[config.mk]
export PLATFORM = sky130hd
export DESIGN_NAME = tftp_transfer_controller_unit
export DESIGN_NICKNAME = d
export VERILOG_FILES = /design/src/rtl/core/tftp_pkg.sv /design/src/rtl/core/tftp_transfer_controller_unit.sv /design/src/rtl/core/tftp_fsm.sv
export SDC_FILE = /design/constraint.sdc
export NUM_CORES = 1
export LEC_CHECK = 0
export BUFFER_PORTS_ARGS = -buffer_cell sky130_fd_sc_hd__buf_2
export CELL_PAD_IN_SITES_DETAIL_PLACEMENT = 1
export CELL_PAD_IN_SITES_GLOBAL_PLACEMENT = 1
export CORE_UTILIZATION = 48
export DETAILED_ROUTE_END_ITERATION = 16
export GPL_TIMING_DRIVEN = 0
export PLACE_DENSITY_LB_ADDON = 0.1
export SYNTH_ARGS = -nofsm -noshare
export SYNTH_HDL_FRONTEND = slang
export SYNTH_SLANG_ARGS = --single-unit
[constraint.sdc]
create_clock -name clk -period 5.09 [get_ports clk]
set_input_delay 1.2725 -clock clk [delete_from_list [all_inputs] [get_ports clk]]
set_output_delay 1.2725 -clock clk [all_outputs]
set_load 0.1 [all_outputs]
[src/rtl/core/tftp_pkg.sv]
`timescale 1ns / 1ps

package tftp_pkg;

    // Field widths
    localparam int CMD_W   = 2;
    localparam int OP_W    = 8;
    localparam int BLK_W   = 16;
    localparam int LEN_W   = 10;
    localparam int KIND_W  = 3;
    localparam int STAT_W  = 2;
    localparam int ERR_W   = 8;
    localparam int RETRY_W = 8;

    // Full-size block; a shorter block ends the transfer
    localparam logic [LEN_W-1:0] BLOCK_BYTES = LEN_W'(512);

    localparam logic [RETRY_W-1:0] RETRY_LIMIT_RESET = RETRY_W'(5);

    // Event codes
    localparam logic [CMD_W-1:0] CMD_UPLOAD   = CMD_W'(0);
    localparam logic [CMD_W-1:0] CMD_DOWNLOAD = CMD_W'(1);
    localparam logic [CMD_W-1:0] CMD_PACKET   = CMD_W'(2);
    localparam logic [CMD_W-1:0] CMD_TIMEOUT  = CMD_W'(3);

    // Received opcodes
    localparam logic [OP_W-1:0] OP_DATA  = OP_W'(3);
    localparam logic [OP_W-1:0] OP_ACK   = OP_W'(4);
    localparam logic [OP_W-1:0] OP_ERROR = OP_W'(5);

    // Packet to send
    localparam logic [KIND_W-1:0] TX_NONE = KIND_W'(0);
    localparam logic [KIND_W-1:0] TX_WRQ  = KIND_W'(1);
    localparam logic [KIND_W-1:0] TX_RRQ  = KIND_W'(2);
    localparam logic [KIND_W-1:0] TX_DATA = KIND_W'(3);
    localparam logic [KIND_W-1:0] TX_ACK  = KIND_W'(4);

    // Completion status
    localparam logic [STAT_W-1:0] ST_BUSY    = STAT_W'(0);
    localparam logic [STAT_W-1:0] ST_OK      = STAT_W'(1);
    localparam logic [STAT_W-1:0] ST_TIMEOUT = STAT_W'(2);
    localparam logic [STAT_W-1:0] ST_ERROR   = STAT_W'(3);

    typedef struct packed {
        logic [CMD_W-1:0] cmd;
        logic [OP_W-1:0]  rx_opcode;
        logic [BLK_W-1:0] rx_block;
        logic [LEN_W-1:0] rx_payload_len;
        logic [LEN_W-1:0] chunk_len;
    } req_t;

    typedef struct packed {
        logic [KIND_W-1:0] tx_kind;
        logic [BLK_W-1:0]  tx_block;
        logic [LEN_W-1:0]  tx_len;
        logic [LEN_W-1:0]  store_len;
        logic [STAT_W-1:0] status;
        logic [ERR_W-1:0]  err_code;
    } rsp_t;

    // Saturate a length at one full block
    function automatic logic [LEN_W-1:0] clip_len(input logic [LEN_W-1:0] len);
        clip_len = (len > BLOCK_BYTES) ? BLOCK_BYTES : len;
    endfunction

endpackage

[src/rtl/core/tftp_transfer_controller_unit.sv]
`timescale 1ns / 1ps

// Lockstep transfer control for a TFTP client. Each transfer on req is one
// event (start upload, start download, received packet header, or reply
// timeout) and produces exactly one transfer on rsp naming the packet to send
// next, the payload bytes to store and the completion status. The block takes
// one event per clock cycle while rsp_ready does not stall the output: an
// event is held in the input register, passes the single next-state pass of
// the transfer state machine, and its result lands in the output register,
// which drives rsp_valid. The output register lets a new event enter while a
// finished result still waits on rsp_ready. retry_limit (reset 5) is written
// through cfg and should change only while no event is in flight.
module tftp_transfer_controller_unit (
    input  logic                          clk,
    input  logic                          rst_n,
    input  logic                          req_valid,
    output logic                          req_ready,
    input  tftp_pkg::req_t                req,
    output logic                          rsp_valid,
    input  logic                          rsp_ready,
    output tftp_pkg::rsp_t                rsp,
    input  logic                          cfg_valid,
    output logic                          cfg_ready,
    input  logic [tftp_pkg::RETRY_W-1:0]  cfg_data
);
    import tftp_pkg::*;

    req_t               req_reg;
    logic               req_vld_reg;
    rsp_t               rsp_reg;
    logic               rsp_vld_reg;
    logic [RETRY_W-1:0] retry_limit_reg;

    rsp_t               result;
    logic               take;
    logic               step;

    // The output slot is free when empty or being drained this cycle
    assign take      = !rsp_vld_reg || rsp_ready;
    // Advance the held event through the state machine
    assign step      = req_vld_reg && take;
    // Accept a new event whenever the input slot empties this cycle
    assign req_ready = !req_vld_reg || take;
    assign cfg_ready = 1'b1;

    assign rsp_valid = rsp_vld_reg;
    assign rsp       = rsp_reg;

    tftp_fsm u_fsm (
        .clk         (clk),
        .rst_n       (rst_n),
        .step        (step),
        .item        (req_reg),
        .retry_limit (retry_limit_reg),
        .result      (result)
    );

    // Control: slot valid flags and the retry limit register
    always_ff @(posedge clk or negedge rst_n)
    begin
        if (!rst_n)
        begin
            req_vld_reg     <= 1'b0;
            rsp_vld_reg     <= 1'b0;
            retry_limit_reg <= RETRY_LIMIT_RESET;
        end
        else
        begin
            if (req_ready)
            begin
                req_vld_reg <= req_valid;
            end
            if (take)
            begin
                rsp_vld_reg <= req_vld_reg;
            end
            if (cfg_valid && cfg_ready)
            begin
                retry_limit_reg <= cfg_data;
            end
        end
    end

    // Payload: capture the event and hold the result until its transfer
    always_ff @(posedge clk)
    begin
        if (req_valid && req_ready)
        begin
            req_reg <= req;
        end
        if (step)
        begin
            rsp_reg <= result;
        end
    end

endmodule

[src/rtl/core/tftp_fsm.sv]
`timescale 1ns / 1ps

module tftp_fsm (
    input  logic                                  clk,
    input  logic                                  rst_n,
    input  logic                                  step,
    input  tftp_pkg::req_t                        item,
    input  logic [tftp_pkg::RETRY_W-1:0]          retry_limit,
    output tftp_pkg::rsp_t                        result
);
    import tftp_pkg::*;

    localparam logic [2:0] PH_IDLE     = 3'd0;
    localparam logic [2:0] PH_WRQ      = 3'd1;
    localparam logic [2:0] PH_UP_DATA  = 3'd2;
    localparam logic [2:0] PH_DL_FIRST = 3'd3;
    localparam logic [2:0] PH_DL       = 3'd4;

    logic [2:0]         phase_reg, phase_next;
    logic [BLK_W-1:0]   block_number_reg, block_number_next;
    logic [RETRY_W-1:0] retry_count_reg, retry_count_next;
    logic [LEN_W-1:0]   current_len_reg, current_len_next;
    logic               final_block_reg, final_block_next;

    logic [LEN_W-1:0]   plen;
    logic [LEN_W-1:0]   chunk;
    logic               exhausted;
    logic               is_start;
    logic               is_packet;
    logic               err_pkt;
    logic               good_ack;
    logic [BLK_W-1:0]   next_block;

    assign plen       = clip_len(item.rx_payload_len);
    assign chunk      = clip_len(item.chunk_len);
    assign exhausted  = retry_count_reg >= retry_limit;
    assign is_start   = (item.cmd == CMD_UPLOAD) || (item.cmd == CMD_DOWNLOAD);
    assign is_packet  = item.cmd == CMD_PACKET;
    assign err_pkt    = is_packet && (item.rx_opcode == OP_ERROR);
    assign good_ack   = is_packet && (item.rx_opcode == OP_ACK)
                        && (item.rx_block == block_number_reg);
    assign next_block = block_number_reg + BLK_W'(1);

    always_comb
    begin
        phase_next        = phase_reg;
        block_number_next = block_number_reg;
        retry_count_next  = retry_count_reg;
        current_len_next  = current_len_reg;
        final_block_next  = final_block_reg;
        result            = '0;

        unique case (phase_reg) inside
            PH_IDLE:
            begin
                if (item.cmd == CMD_UPLOAD)
                begin
                    phase_next        = PH_WRQ;
                    block_number_next = '0;
                    retry_count_next  = RETRY_W'(1);
                    current_len_next  = '0;
                    final_block_next  = 1'b0;
                    result.tx_kind    = TX_WRQ;
                end
                else if (item.cmd == CMD_DOWNLOAD)
                begin
                    phase_next        = PH_DL_FIRST;
                    block_number_next = BLK_W'(1);
                    retry_count_next  = RETRY_W'(1);
                    current_len_next  = '0;
                    final_block_next  = 1'b0;
                    result.tx_kind    = TX_RRQ;
                end
            end

            PH_WRQ, PH_UP_DATA:
            begin
                if (is_start)
                begin
                end
                else if (err_pkt)
                begin
                    phase_next      = PH_IDLE;
                    result.status   = ST_ERROR;
                    result.err_code = item.rx_block[ERR_W-1:0];
                end
                else if (good_ack)
                begin
                    if ((phase_reg == PH_UP_DATA) && final_block_reg)
                    begin
                        phase_next    = PH_IDLE;
                        result.status = ST_OK;
                    end
                    else
                    begin
                        // send the next DATA block
                        phase_next        = PH_UP_DATA;
                        block_number_next = (phase_reg == PH_WRQ) ? BLK_W'(1) : next_block;
                        current_len_next  = chunk;
                        final_block_next  = chunk < BLOCK_BYTES;
                        retry_count_next  = RETRY_W'(1);
                        result.tx_kind    = TX_DATA;
                        result.tx_block   = block_number_next;
                        result.tx_len     = chunk;
                    end
                end
                else if (exhausted)
                begin
                    phase_next    = PH_IDLE;
                    result.status = ST_TIMEOUT;
                end
                else
                begin
                    // resend the outstanding packet
                    retry_count_next = retry_count_reg + RETRY_W'(1);
                    if (phase_reg == PH_WRQ)
                    begin
                        result.tx_kind = TX_WRQ;
                    end
                    else
                    begin
                        result.tx_kind  = TX_DATA;
                        result.tx_block = block_number_reg;
                        result.tx_len   = current_len_reg;
                    end
                end
            end

            PH_DL_FIRST, PH_DL:
            begin
                if (is_start)
                begin
                end
                else if (err_pkt)
                begin
                    phase_next      = PH_IDLE;
                    result.status   = ST_ERROR;
                    result.err_code = item.rx_block[ERR_W-1:0];
                end
                else if (is_packet)
                begin
                    if ((item.rx_opcode == OP_DATA) && (item.rx_block == block_number_reg))
                    begin
                        result.tx_kind   = TX_ACK;
                        result.tx_block  = block_number_reg;
                        result.store_len = plen;
                        if (plen < BLOCK_BYTES)
                        begin
                            phase_next    = PH_IDLE;
                            result.status = ST_OK;
                        end
                        else
                        begin
                            phase_next        = PH_DL;
                            block_number_next = next_block;
                            retry_count_next  = RETRY_W'(1);
                        end
                    end
                end
                else if ((phase_reg == PH_DL_FIRST) || exhausted)
                begin
                    phase_next    = PH_IDLE;
                    result.status = ST_TIMEOUT;
                end
                else
                begin
                    // re-acknowledge the previous block
                    retry_count_next = retry_count_reg + RETRY_W'(1);
                    result.tx_kind   = TX_ACK;
                    result.tx_block  = block_number_reg - BLK_W'(1);
                end
            end

            default:
            begin
                if (!is_start)
                begin
                    phase_next = PH_IDLE;
                    if (err_pkt)
                    begin
                        result.status   = ST_ERROR;
                        result.err_code = item.rx_block[ERR_W-1:0];
                    end
                end
            end
        endcase
    end

    always_ff @(posedge clk or negedge rst_n)
    begin
        if (!rst_n)
        begin
            phase_reg        <= PH_IDLE;
            block_number_reg <= '0;
            retry_count_reg  <= '0;
            current_len_reg  <= '0;
            final_block_reg  <= 1'b0;
        end
        else if (step)
        begin
            phase_reg        <= phase_next;
            block_number_reg <= block_number_next;
            retry_count_reg  <= retry_count_next;
            current_len_reg  <= current_len_next;
            final_block_reg  <= final_block_next;
        end
    end

    a_busy_has_attempt: assert property (@(posedge clk) disable iff (!rst_n)
        (phase_reg != PH_IDLE) |-> (retry_count_reg != '0))
        else $error("busy phase with no attempt counted");

    a_done_goes_idle: assert property (@(posedge clk) disable iff (!rst_n)
        (step && (result.status != ST_BUSY)) |=> (phase_reg == PH_IDLE))
        else $error("completion status without return to idle");

    a_hold_without_step: assert property (@(posedge clk) disable iff (!rst_n)
        !step |=> ($stable(phase_reg) && $stable(block_number_reg)
                   && $stable(retry_count_reg)))
        else $error("state moved without an item");

    a_wrq_block_zero: assert property (@(posedge clk) disable iff (!rst_n)
        (phase_reg == PH_WRQ) |-> (block_number_reg == '0))
        else $error("WRQ phase with nonzero block number");

    a_first_dl_block_one: assert property (@(posedge clk) disable iff (!rst_n)
        (phase_reg == PH_DL_FIRST) |-> (block_number_reg == BLK_W'(1)))
        else $error("first download phase not waiting on block one");

endmodule

==> impl_results.md, run 1 <==
* Final hold violation count at 0
* Met2 Track Usage GR at 50.2%
* Synthesized instance count at 662
* Static Leak at 3.43 nW
* Synthesis warning total at 0
* WL/cell at 21.7 um
* Detail Route Antenna Nets at 0
* Area delta synth->final at 20.4%
* Final-layout fill cell count at 1606
* Multiplexer area fraction after synthesis at 0.318%
* IR drop worst, VDD at 0.298 mV
* Slew Limit Fails at 1
* Hold Crit Depth at 2
* Layout Skew at 0.00860 ns
* Post-Syn Area at 7080 um2
* Vias in the first global route at 6213
* GP Congestion at 0.920
* Initial antenna violation count at 0
* Critical Path Stages at 9
* H-tree depth at 4
* Max cap viols at 1
* Period utilisation layout at 79.3%
* GR Overflow Total at 0
* Clk slew on worst S/H paths at 0.06 ns
* Setup total negative slack at 0 ns
* Setup Crit Path Kind: register to register
* Iteration-0 DRC Markers at 546
* Port buffer count at 109
* Kind of end point of the critical path: register
* Core ar. at 14500 um2
* HP Class: register to register
* Syn nets at 732
* Drt total wl at 21500 um
* Worst R2R End: rsp[43]$_DFFE_PP_
* Crit path required time at 5.34 ns
* Commonest non-fill, non-tap cell in the layout: buf_2
* Post CTS Setup Buffer Count at 0
* Asr flop ratio synth at 33.6%
* Starting Density at 48.9%
* Slew margin rel. at -0.568%
* Top delay family on crit path: simple AND/OR/NAND/NOR gates
* Skew-Pair Late Insertion Delay at 0.43 ns
* EDFF count, synth at 95
* Post-synthesis compound-gate area fraction at 16.8%
* Die ar. at 15200 um2
* Flops & latches, synth at 143
* Sequential area share after synthesis at 57.3%
* First-pass GRT wire length at 33100 um
* Final Critical Period at 4.04 ns
* Actual slew at the worst max-slew pin at 1.50 ns
* Share of post-route cells with drive strength above 1 at 20.7%
* Crit path DAT at 4.29 ns
* Largest net degree at the start of global routing at 49
* Boundary Pins at 111
* Largest family of logic cells by synthesized area: simple AND/OR/NAND/NOR gates
* CP peak stage delay at 0.74 ns
* Netlist cell types at 65
* CP Cell Sequence: clkbuf_1 -> xor2_1 -> nor4_1 -> nand2_1 -> nor4_4 -> nand2_1 -> o31ai_1 -> o21ai_0 -> o21ai_0
* Final setup vio count at 0
* Mapped Avg Cell Area at 10.7 um2
* Critical path peak fanout at 10
* Num rows at 44
* Clock tree sinks at 143
* CTS tree: done
* Synth Area in Simple Gates at 18.1%
* Outcome: finished, violations left
* Reg2reg path depth at 9
* Post-cts resize count at 0
* TritonRoute pass-1 iters at 5
* Hold path startpoint: u_fsm.current_len_reg[6]$_DFFE_PN0P_
* PD cells at 482 nW/um2
* Via count at 6086
* Drc violations at 0
* Die W at 123 um
* Clock root buffer: clkbuf_16
* Hold EP: u_fsm.current_len_reg[6]$_DFFE_PN0P_
* Slowest cell on the critical path: nor4_1
* Top_reg_cell synth: edfxtp_1
* Fin nets at 862
* WHS at 0.495 ns
* Met3 usage at 5.63%
* Most frequent cells in the layout: 111 x buf_2, 95 x edfxtp_1, 64 x nor2_1, 57 x nand2_1, 52 x o21ai_0
* Critical R2R Launch: u_fsm.block_number_reg[1]$_DFFE_PN0P_
* Tot GR Track Use at 29.5%
* Max FFs per register at 49
* Critical Path Source Type: register
* Die Y-Extent at 123 um
* Busiest grt layer: met2
* Failing checks: max-capacitance violations, max-slew violations
* CTS Buf Count at 17
* Post-synthesis xor/xnor area fraction at 2.23%
* Buf/Inv on CP at 1
* Peak Freq at 0.248 GHz
* Met1 Track Usage GR at 36.6%
* Unrepaired setup endpoints after global routing: false
* Post-Synth Adder-Cell Area at 2.08%
* Via-per-instance ratio at 6.15
* R2R Setup Slk at 1.05 ns
* Max Root-Sink Buffers at 2
* Hold-fix buffers, CTS at 0
* DP Wirelength at 14800 um
kinds of logic after synthesis:
| group | Yosys count |
|---|---|
| other cells | 1 |
| flops | 143 |
| buf+inv | 56 |
| mux | 2 |
| fa+ha+maj | 12 |
| xor+xnor | 18 |
| compound gates | 183 |
| simple gates | 247 |
metrics by stage:
step / power (mW) / util [%] / setup slack (ns) / cell area [um2] / instances
after floorplan: 2.39 / - / 1.41 / 7080 / 662
after global placement: 2.71 / 54.3 / 0.667 / 7860 / 955
after detailed placement: 2.76 / 54.6 / 1.28 / 7910 / 957
after CTS: 4.11 / 58.9 / 1.12 / 8530 / 989
after global routing: 4.27 / 58.9 / 0.803 / 8530 / 989
final: 4.11 / 58.9 / 1.05 / 8530 / 990
cells in the mapped netlist (all sizes together) (3+ instances only):
| master | count | area, um2 |
|---|---|---|
| nand3 | 17 | 85.1 |
| nand2 | 57 | 214 |
| buf | 6 | 40.0 |
| o31ai | 19 | 183 |
| a221oi | 4 | 35.0 |
| a21o | 6 | 45.0 |
| a21oi | 23 | 115 |
| o221ai | 4 | 35.0 |
| a211oi | 4 | 35.0 |
| nor3 | 16 | 91.3 |
| and4 | 3 | 26.3 |
| dfrtp | 46 | 1150 |
| o21ai | 73 | 369 |
| nor3b | 3 | 27.5 |
| o21a | 4 | 30.0 |
| or3 | 3 | 23.8 |
| clkbuf | 31 | 116 |
| nand4 | 9 | 56.3 |
| and2 | 17 | 106 |
| nor2b | 7 | 43.8 |
| a2111oi | 3 | 26.3 |
| a22oi | 16 | 120 |
| nor2 | 64 | 240 |
| nand2b | 17 | 106 |
| inv | 19 | 71.3 |
| nor4 | 12 | 96.3 |
| xor2 | 17 | 149 |
| and3 | 10 | 62.6 |
| o22ai | 12 | 75.1 |
| ha | 11 | 138 |
| a31oi | 5 | 31.3 |
| edfxtp | 95 | 2850 |
area by class of cell:
cell class / instances / area [um2] / share of cell area (%)
Sequential cell: 143 / 4060 / 47.6
Multi-Input combinational cell: 463 / 2800 / 32.8
Timing Repair Buffer: 111 / 593 / 6.95
Clock buffer: 22 / 454 / 5.33
Tap cell: 184 / 230 / 2.70
Clock inverter: 10 / 163 / 1.91
Buffer: 37 / 156 / 1.83
Inverter: 19 / 71.3 / 0.836
Antenna cell: 1 / 2.50 / 0.0293
per-layer routing:
metal	up-vias	wire length (um)
li1	2730	-
met2	247	10900
met4	0	490
met5	-	0
met3	52	1280
met1	3057	8820
power by group:
group,internal [mW],leakage (nW),total (mW),switching (mW)
Sequential,1.39,1.56,1.46,0.0768
Combinational,0.332,1.57,1.32,0.984
Clock,0.834,0.296,1.33,0.499
worst min-delay path, cell delays in order, from the launching register on:
cell     delay, ns
dfrtp_1       0.34
nand2_1       0.05
o21ai_0       0.07
worst max-delay path by stage:
stage                                                from                                endpoint
global placement                                rsp_ready  u_fsm.block_number_reg[14]$_DFFE_PN0P_
detailed placement  u_fsm.block_number_reg[1]$_DFFE_PN0P_                       rsp[43]$_DFFE_PP_
floorplan                                       rsp_ready                    req_reg[0]$_DFFE_PP_
CTS                 u_fsm.block_number_reg[1]$_DFFE_PN0P_                   rsp[28]$_SDFFCE_PP0P_
finish              u_fsm.block_number_reg[1]$_DFFE_PN0P_                       rsp[43]$_DFFE_PP_
global route        u_fsm.block_number_reg[5]$_DFFE_PN0P_                       rsp[37]$_DFFE_PP_
No activity file was read; power rests on OpenSTA's default activity.
==> run 2, diff against run 1 <==
ABC_AREA = 1   (was unset)
CORE_UTILIZATION = 43   (was 48)
clock period = 4 ns   (was 5.09 ns; I/O delays follow)
==> run 2 against run 1 <==
The run now ends clean. Worst setup slack improved by 0.23 ns. Clock power rose by 19%. Cell area is 8.3% higher. Sequential power rose by 32%. Critical path type unchanged. Largest power group is now combinational cells. Highest routed layer unchanged.
==> impl_results.md, run 2 <==
* Post-Synth Adder-Cell Area at 1.77% (-0.31 points)
* Synthesized instance count at 915 (+38%)
* Clk slew on worst S/H paths at 0.06 ns (about the same)
* Final Total Pwr at 5.47 mW (+33%)
* IR drop worst, VDD at 0.360 mV (+21%)
* Diodes inserted at 0 (-1)
* Initial antenna violation count at 0 (unchanged)
* Skew-Pair Late Insertion Delay at 0.43 ns (about the same)
* Post CTS Setup Buffer Count at 0 (unchanged)
* Netlist cell types at 45 (-31%)
* Multiplexer area fraction after synthesis at 0.145% (-0.17 points)
* Critical path peak fanout at 10 (unchanged)
* Die ar. at 18600 um2 (+22%)
* Sequential area share after synthesis at 52.2% (-5.0 points)
* Drc violations at 0 (unchanged)
* Tot GR Track Use at 26.0% (-3.5 points)
* First-pass GRT wire length at 36400 um (+10%)
* GP Congestion at 0.873 (-5.1%)
* Hold-fix buffers, CTS at 0 (unchanged)
* Cell taking the most area after synthesis: edfxtp_1
* Outcome: finished, final reports clean
* Setup Crit Path Kind: register to register
* H-tree depth at 4 (unchanged)
* Top cell type's share of synthesized area at 36.7% (-3.5 points)
* WL/cell at 17.5 um (-19%)
* CP Launch Point: u_fsm.phase_reg[2]$_DFFE_PN0P_
* Top_reg_cell synth: edfxtp_1
* Slew Limit Fails at 0 (-1)
* Via count at 6798 (+12%)
* Peak Freq at 0.369 GHz (+49%)
* CTS tree: done
* Max Root-Sink Buffers at 2 (unchanged)
* Die Y-Extent at 136 um (+10%)
* Final Critical Period at 2.71 ns (-1.32 ns)
* Hold path startpoint: u_fsm.current_len_reg[0]$_DFFE_PN0P_
* Post-cts resize count at 0 (unchanged)
* Asr flop ratio synth at 33.6% (unchanged)
* Syn nets at 985 (+35%)
* Commonest non-fill, non-tap cell in the layout: nand2_1
* WHS at 0.504 ns (+0.00906 ns)
* Share of post-route cells with drive strength above 1 at 19.4% (-1.4 points)
* Clock tree sinks at 143 (unchanged)
* Area delta synth->final at 18.9%
* Clock root buffer: clkbuf_16
* Post-synthesis compound-gate area fraction at 7.83% (-8.9 points)
* Actual slew at the worst max-slew pin at 0.752 ns (-0.744 ns)
* Num rows at 48 (+9.1%)
* Most frequent cell after synthesis: nand2_1
* Drt total wl at 22500 um (+4.7%)
* Synthesis warning total at 0 (unchanged)
* Starting Density at 44.4% (-4.5 points)
* Period utilisation layout at 67.8% (-11 points)
* HP Class: register to register
* Vias in the first global route at 7044 (+13%)
* Post-synthesis xor/xnor area fraction at 2.82% (+0.59 points)
* Largest family of logic cells by synthesized area: simple AND/OR/NAND/NOR gates
* PD cells at 592 nW/um2 (+23%)
* DP Wirelength at 16200 um (+10%)
* Most common library cells after synthesis: 270 x nand2_1, 95 x edfxtp_1, 86 x nor2_1, 71 x inv_1, 64 x nand3_1
* Mapped Avg Cell Area at 8.49 um2 (-21%)
* Synth Area in Simple Gates at 28.2% (+10 points)
* Hold Crit Depth at 2 (unchanged)
* Layout Skew at 0.00818 ns (-0.000421 ns)
* Critical Path Source Type: register
* Die W at 136 um (+10%)
* Final hold violation count at 0 (unchanged)
* Reg2reg path depth at 10 (+1)
* Core ar. at 17500 um2 (+21%)
* Kind of end point of the critical path: register
* Unrepaired setup endpoints after global routing: false
* Detail Route Antenna Nets at 0 (unchanged)
* Port buffer count at 109 (unchanged)
* Fin nets at 1116 (+29%)
* Crit path required time at 4.24 ns (-1.10 ns)
* Largest net degree at the start of global routing at 49 (unchanged)
* Slew margin rel. at 49.5% (+50 points)
* TritonRoute pass-1 iters at 4 (-1)
* Most frequent cells in the layout: 270 x nand2_1, 119 x buf_2, 95 x edfxtp_1, 86 x nor2_1, 69 x inv_1
* Final-layout fill cell count at 2148 (+34%)
* Boundary Pins at 111 (unchanged)
* EDFF count, synth at 95 (unchanged)
* Final setup vio count at 0 (unchanged)
* Iteration-0 DRC Markers at 360 (-34%)
* Critical R2R Launch: u_fsm.phase_reg[2]$_DFFE_PN0P_
* Via-per-instance ratio at 5.29 (-14%)
* Post-Syn Area at 7770 um2 (+9.6%)
* Max FFs per register at 49 (unchanged)
* GR Overflow Total at 0 (unchanged)
* Max cap viols at 0 (-1)
* CTS Buf Count at 17 (unchanged)
* Crit path DAT at 2.96 ns (-1.33 ns)
* Top post-synthesis cells by area: edfxtp_1 37%, dfrtp_1 15%, nand2_1 13%
* Flops & latches, synth at 143 (unchanged)
* Static Leak at 4.12 nW (+20%)
[run 2: cell types whose count changed after synthesis, sizes merged, moves of 12 or more]
cell	previous run	this run
nand2b	17	0
nand3	17	69
nor3	16	29
nand2	57	274
inv	19	88
o21ai	73	60
clkbuf	31	14
a22oi	16	0
o31ai	19	7
nor2	64	96
buf	6	24
and2	17	1
[run 2: path summary, 6_finish.rpt]
check / end / slack, ns
min reg2reg: u_fsm.current_len_reg[0]$_DFFE_PN0P_ / 0.50
max: rsp[39]$_DFFE_PP_ / 1.29
max in group asynchronous: retry_limit_reg[0]$_DFFE_PN1P_ / 2.77
min in group asynchronous: retry_limit_reg[3]$_DFFE_PN0P_ / 0.60
max reg2reg: rsp[39]$_DFFE_PP_ / 1.29
min: u_fsm.current_len_reg[0]$_DFFE_PN0P_ / 0.50
[run 2: area by class of cell]
class / count / area (um2) / share of cell area [%]
plain buffers: 38 / 204 / 2.21
clock buffers: 21 / 450 / 4.88
clock inverters: 11 / 133 / 1.44
inverters: 90 / 338 / 3.66
multi-input cells: 644 / 3170 / 34.3
flip-flops and latches: 143 / 4060 / 43.9
well taps: 225 / 282 / 3.05
repair buffers: 112 / 606 / 6.56
[run 2: cell families after synthesis]
| logic type | Yosys count |
|---|---|
| and+or+nand+nor | 496 |
| DFF | 143 |
| muxes | 1 |
| xor gates and xnor gates | 25 |
| buffers and inverters | 128 |
| other | 1 |
| adders and majority gates | 11 |
| AOI/OAI and AO/OA | 110 |
[run 2: critical path, stage by stage, from the launching register on]
cell,delay (ns)
dfrtp_1,0.42
inv_1,0.14
nand3_1,0.19
nand2_2,0.24
inv_2,0.10
nor2_1,0.18
nand4_1,0.25
nor2_2,0.50
buf_4,0.31
nand2_1,0.07
o211ai_1,0.12
[run 2: layer usage]
metal | part of all wire [%] | global-route usage (%) | vias up
met5 | 0 | 0 | -
met4 | 1.9 | 9.44 | 0
met3 | 3.8 | 3.65 | 31
met2 | 49 | 43.9 | 149
met1 | 45 | 33.9 | 3306
li1 | - | - | 3312
[run 2: stage by stage]
stage	cell area, um2	utilization (%)	TNS (ns)	std cells	worst slack, ns
6_report	9240	52.9	0	1284	1.29
5_1_grt	9240	52.9	0	1284	1.10
4_1_cts	9220	52.7	0	1283	1.33
3_5_place_dp	8630	49.4	0	1251	1.20
3_3_place_gp	8590	49.2	-2.29	1249	-0.200
2_1_floorplan	7770	-	0	915	0.729
[run 2: power breakdown]
part           switching (mW)  internal [mW]
logic                    1.52          0.426
registers               0.120           1.81
clock network           0.642          0.941
total                    2.29           3.18
==> run 3, diff against run 2 <==
clock period = 2.7 ns   (was 4 ns; I/O delays follow)
==> run 3 against run 2 <==
Flip-flop and latch count is the same. Cell area about the same. Count of clock-buffer cells in the layout fell by 4. Largest power group is now registers.
==> impl_results.md, run 3 (synthesis gave the netlist of run 2 again) <==
* Area delta synth->final at 18.8% (about the same)
* Unrepaired setup endpoints after global routing: false
* Fin nets at 1116 (unchanged)
* Most frequent cells in the layout: 269 x nand2_1, 119 x buf_2, 95 x edfxtp_1, 85 x nor2_1, 69 x inv_1
* Static Leak at 4.11 nW (-0.19%)
* WL/cell at 17.6 um (+0.30%)
* Slew margin rel. at 18.4% (-31 points)
* Crit path required time at 3.05 ns (-1.19 ns)
* Via count at 6725 (-1.1%)
* Iteration-0 DRC Markers at 357 (-0.83%)
* Tot GR Track Use at 26.0% (about the same)
* Max cap viols at 0 (unchanged)
* Initial antenna violation count at 0 (unchanged)
* GP Congestion at 0.853 (-2.4%)
* GR Overflow Total at 0 (unchanged)
* Crit path DAT at 2.88 ns (-0.08 ns)
* Drc violations at 0 (unchanged)
* IR drop worst, VDD at 0.531 mV (+48%)
* Share of post-route cells with drive strength above 1 at 20.3% (+0.94 points)
* Vias in the first global route at 6936 (-1.5%)
* Diodes inserted at 0 (unchanged)
* Critical path peak fanout at 26 (+16)
* Kind of end point of the critical path: register
* Die W at 136 um (unchanged)
* Setup total negative slack at 0 ns (unchanged)
* Clock root buffer: clkbuf_16
* Drt total wl at 22600 um (+0.30%)
* TritonRoute pass-1 iters at 7 (+3)
* Die ar. at 18600 um2 (unchanged)
* Core ar. at 17500 um2 (unchanged)
* Layout Cells excl Fill at 1284 (unchanged)
* Register Area at 4060 um2 (about the same)
* Num rows at 48 (unchanged)
* Layout Skew at 0.0120 ns (+0.00384 ns)
* Clk slew on worst S/H paths at 0.07 ns (about the same)
* Clock tree sinks at 143 (unchanged)
* Skew-Pair Late Insertion Delay at 0.44 ns (about the same)
* CTS tree: done
* Actual slew at the worst max-slew pin at 1.22 ns (+0.472 ns)
* HP Class: primary input to register
* Slew Limit Fails at 0 (unchanged)
* PD cells at 871 nW/um2 (+47%)
* CTS Buf Count at 17 (unchanged)
* Final-layout fill cell count at 2145 (-0.14%)
* Final hold violation count at 0 (unchanged)
* H-tree depth at 4 (unchanged)
* Largest net degree at the start of global routing at 49 (unchanged)
* Outcome: finished, final reports clean
* First-pass GRT wire length at 36200 um (-0.34%)
* Setup Crit Path Kind: primary input to register
* Placed Cells at 1250 (-0.080%)
* Peak Freq at 0.395 GHz
* Max Root-Sink Buffers at 2 (unchanged)
* Final setup vio count at 0 (unchanged)
* Critical Path Source Type: primary input
* Hold-fix buffers, CTS at 0 (unchanged)
* Die Y-Extent at 136 um (unchanged)
* Boundary Pins at 111 (unchanged)
* Detail Route Antenna Nets at 0 (unchanged)
* Final Critical Period at 2.53 ns
* Port buffer count at 109 (unchanged)
* Starting Density at 44.4% (unchanged)
* Area of the multi-input gates at 3180 um2 (+0.32%)
* Max FFs per register at 49 (unchanged)
* DP Wirelength at 16600 um (+1.9%)
* Commonest non-fill, non-tap cell in the layout: nand2_1
* Via-per-instance ratio at 5.24 (-1.1%)
* Period utilisation layout at 93.7%
==> run 3: cell types whose count changed in the layout (fill, tap and decap cells not counted), sizes merged <==
cell,delta
clkbuf,-4
clkinvlp,+2
inv,+5
bufinv,-1
clkinv,-1
buf,-1
==> run 3: path summary, 6_finish.rpt <==
check                                                  startpoint                                    to  slack (ns)  cells past startpoint
min in group asynchronous                                   rst_n        retry_limit_reg[3]$_DFFE_PN0P_        0.50                      1
max reg2reg                u_fsm.block_number_reg[13]$_DFFE_PN0P_  u_fsm.current_len_reg[0]$_DFFE_PN0P_        0.18                     12
max                                                     rsp_ready  u_fsm.current_len_reg[0]$_DFFE_PN0P_        0.17                      9
min reg2reg                  u_fsm.current_len_reg[1]$_DFFE_PN0P_  u_fsm.current_len_reg[1]$_DFFE_PN0P_        0.50                      2
max in group asynchronous                                   rst_n                 rsp_valid$_DFFE_PN0P_        1.37                      1
min                                                       req[12]                 req_reg[12]$_DFFE_PP_        0.41                      1
==> run 3: layout make-up <==
type,count,share of cell area (%)
Inverter,90,3.74
Clock buffer,17,4.61
Clock inverter,15,1.60
Tap cell,225,3.05
Multi-Input combinational cell,644,34.4
Timing Repair Buffer,111,6.29
Sequential cell,143,44.0
Timing Repair inverter,1,0.0542
Buffer,38,2.25
==> run 3: through the flow <==
stage | setup WS (ns) | area (um2) | hold slack (ns) | util [%] | power (mW)
global route | 0.0119 | 9230 | 0.400 | 52.8 | 8.41
floorplan | 0.126 | 7780 | 0.379 | - | 5.00
global placement | -0.654 | 8600 | 0.468 | 49.2 | 5.67
detailed placement | -0.698 | 8620 | 0.482 | 49.3 | 5.73
CTS | 0.0795 | 9200 | 0.402 | 52.7 | 8.07
finish | 0.169 | 9230 | 0.409 | 52.8 | 8.04
==> run 3: critical path, stage by stage <==
cell and delay (ns):
buf_2 0.09, inv_1 0.07, nand2_1 0.07, nand2_1 0.22, clkinvlp_4 0.67, nand4_1 0.60
buf_2 0.30, nand2_1 0.08, o21ai_0 0.07
==> run 3: what timing repair did <==
item	in CTS	in global routing
endpoints found under the hold margin	0	0
resized for setup	1	7
cloned	1	0
endpoints found under the setup margin	27	22
buffers inserted	0	0
==> run 3: report_power, final <==
group	switching, mW	internal (mW)
sequential	0.179	2.69
clock	1.02	1.30
combinational	2.23	0.629
total	3.43	4.61
==> run 3: per-layer routing <==
layer  share of wire, %  track usage [%]  up-vias
li1                   -                -     3304
met1                 47             34.8     3246
met2                 47             42.9      149
met3                4.0             4.29       26
met4                1.4             8.21        0
met5                  0                0        -
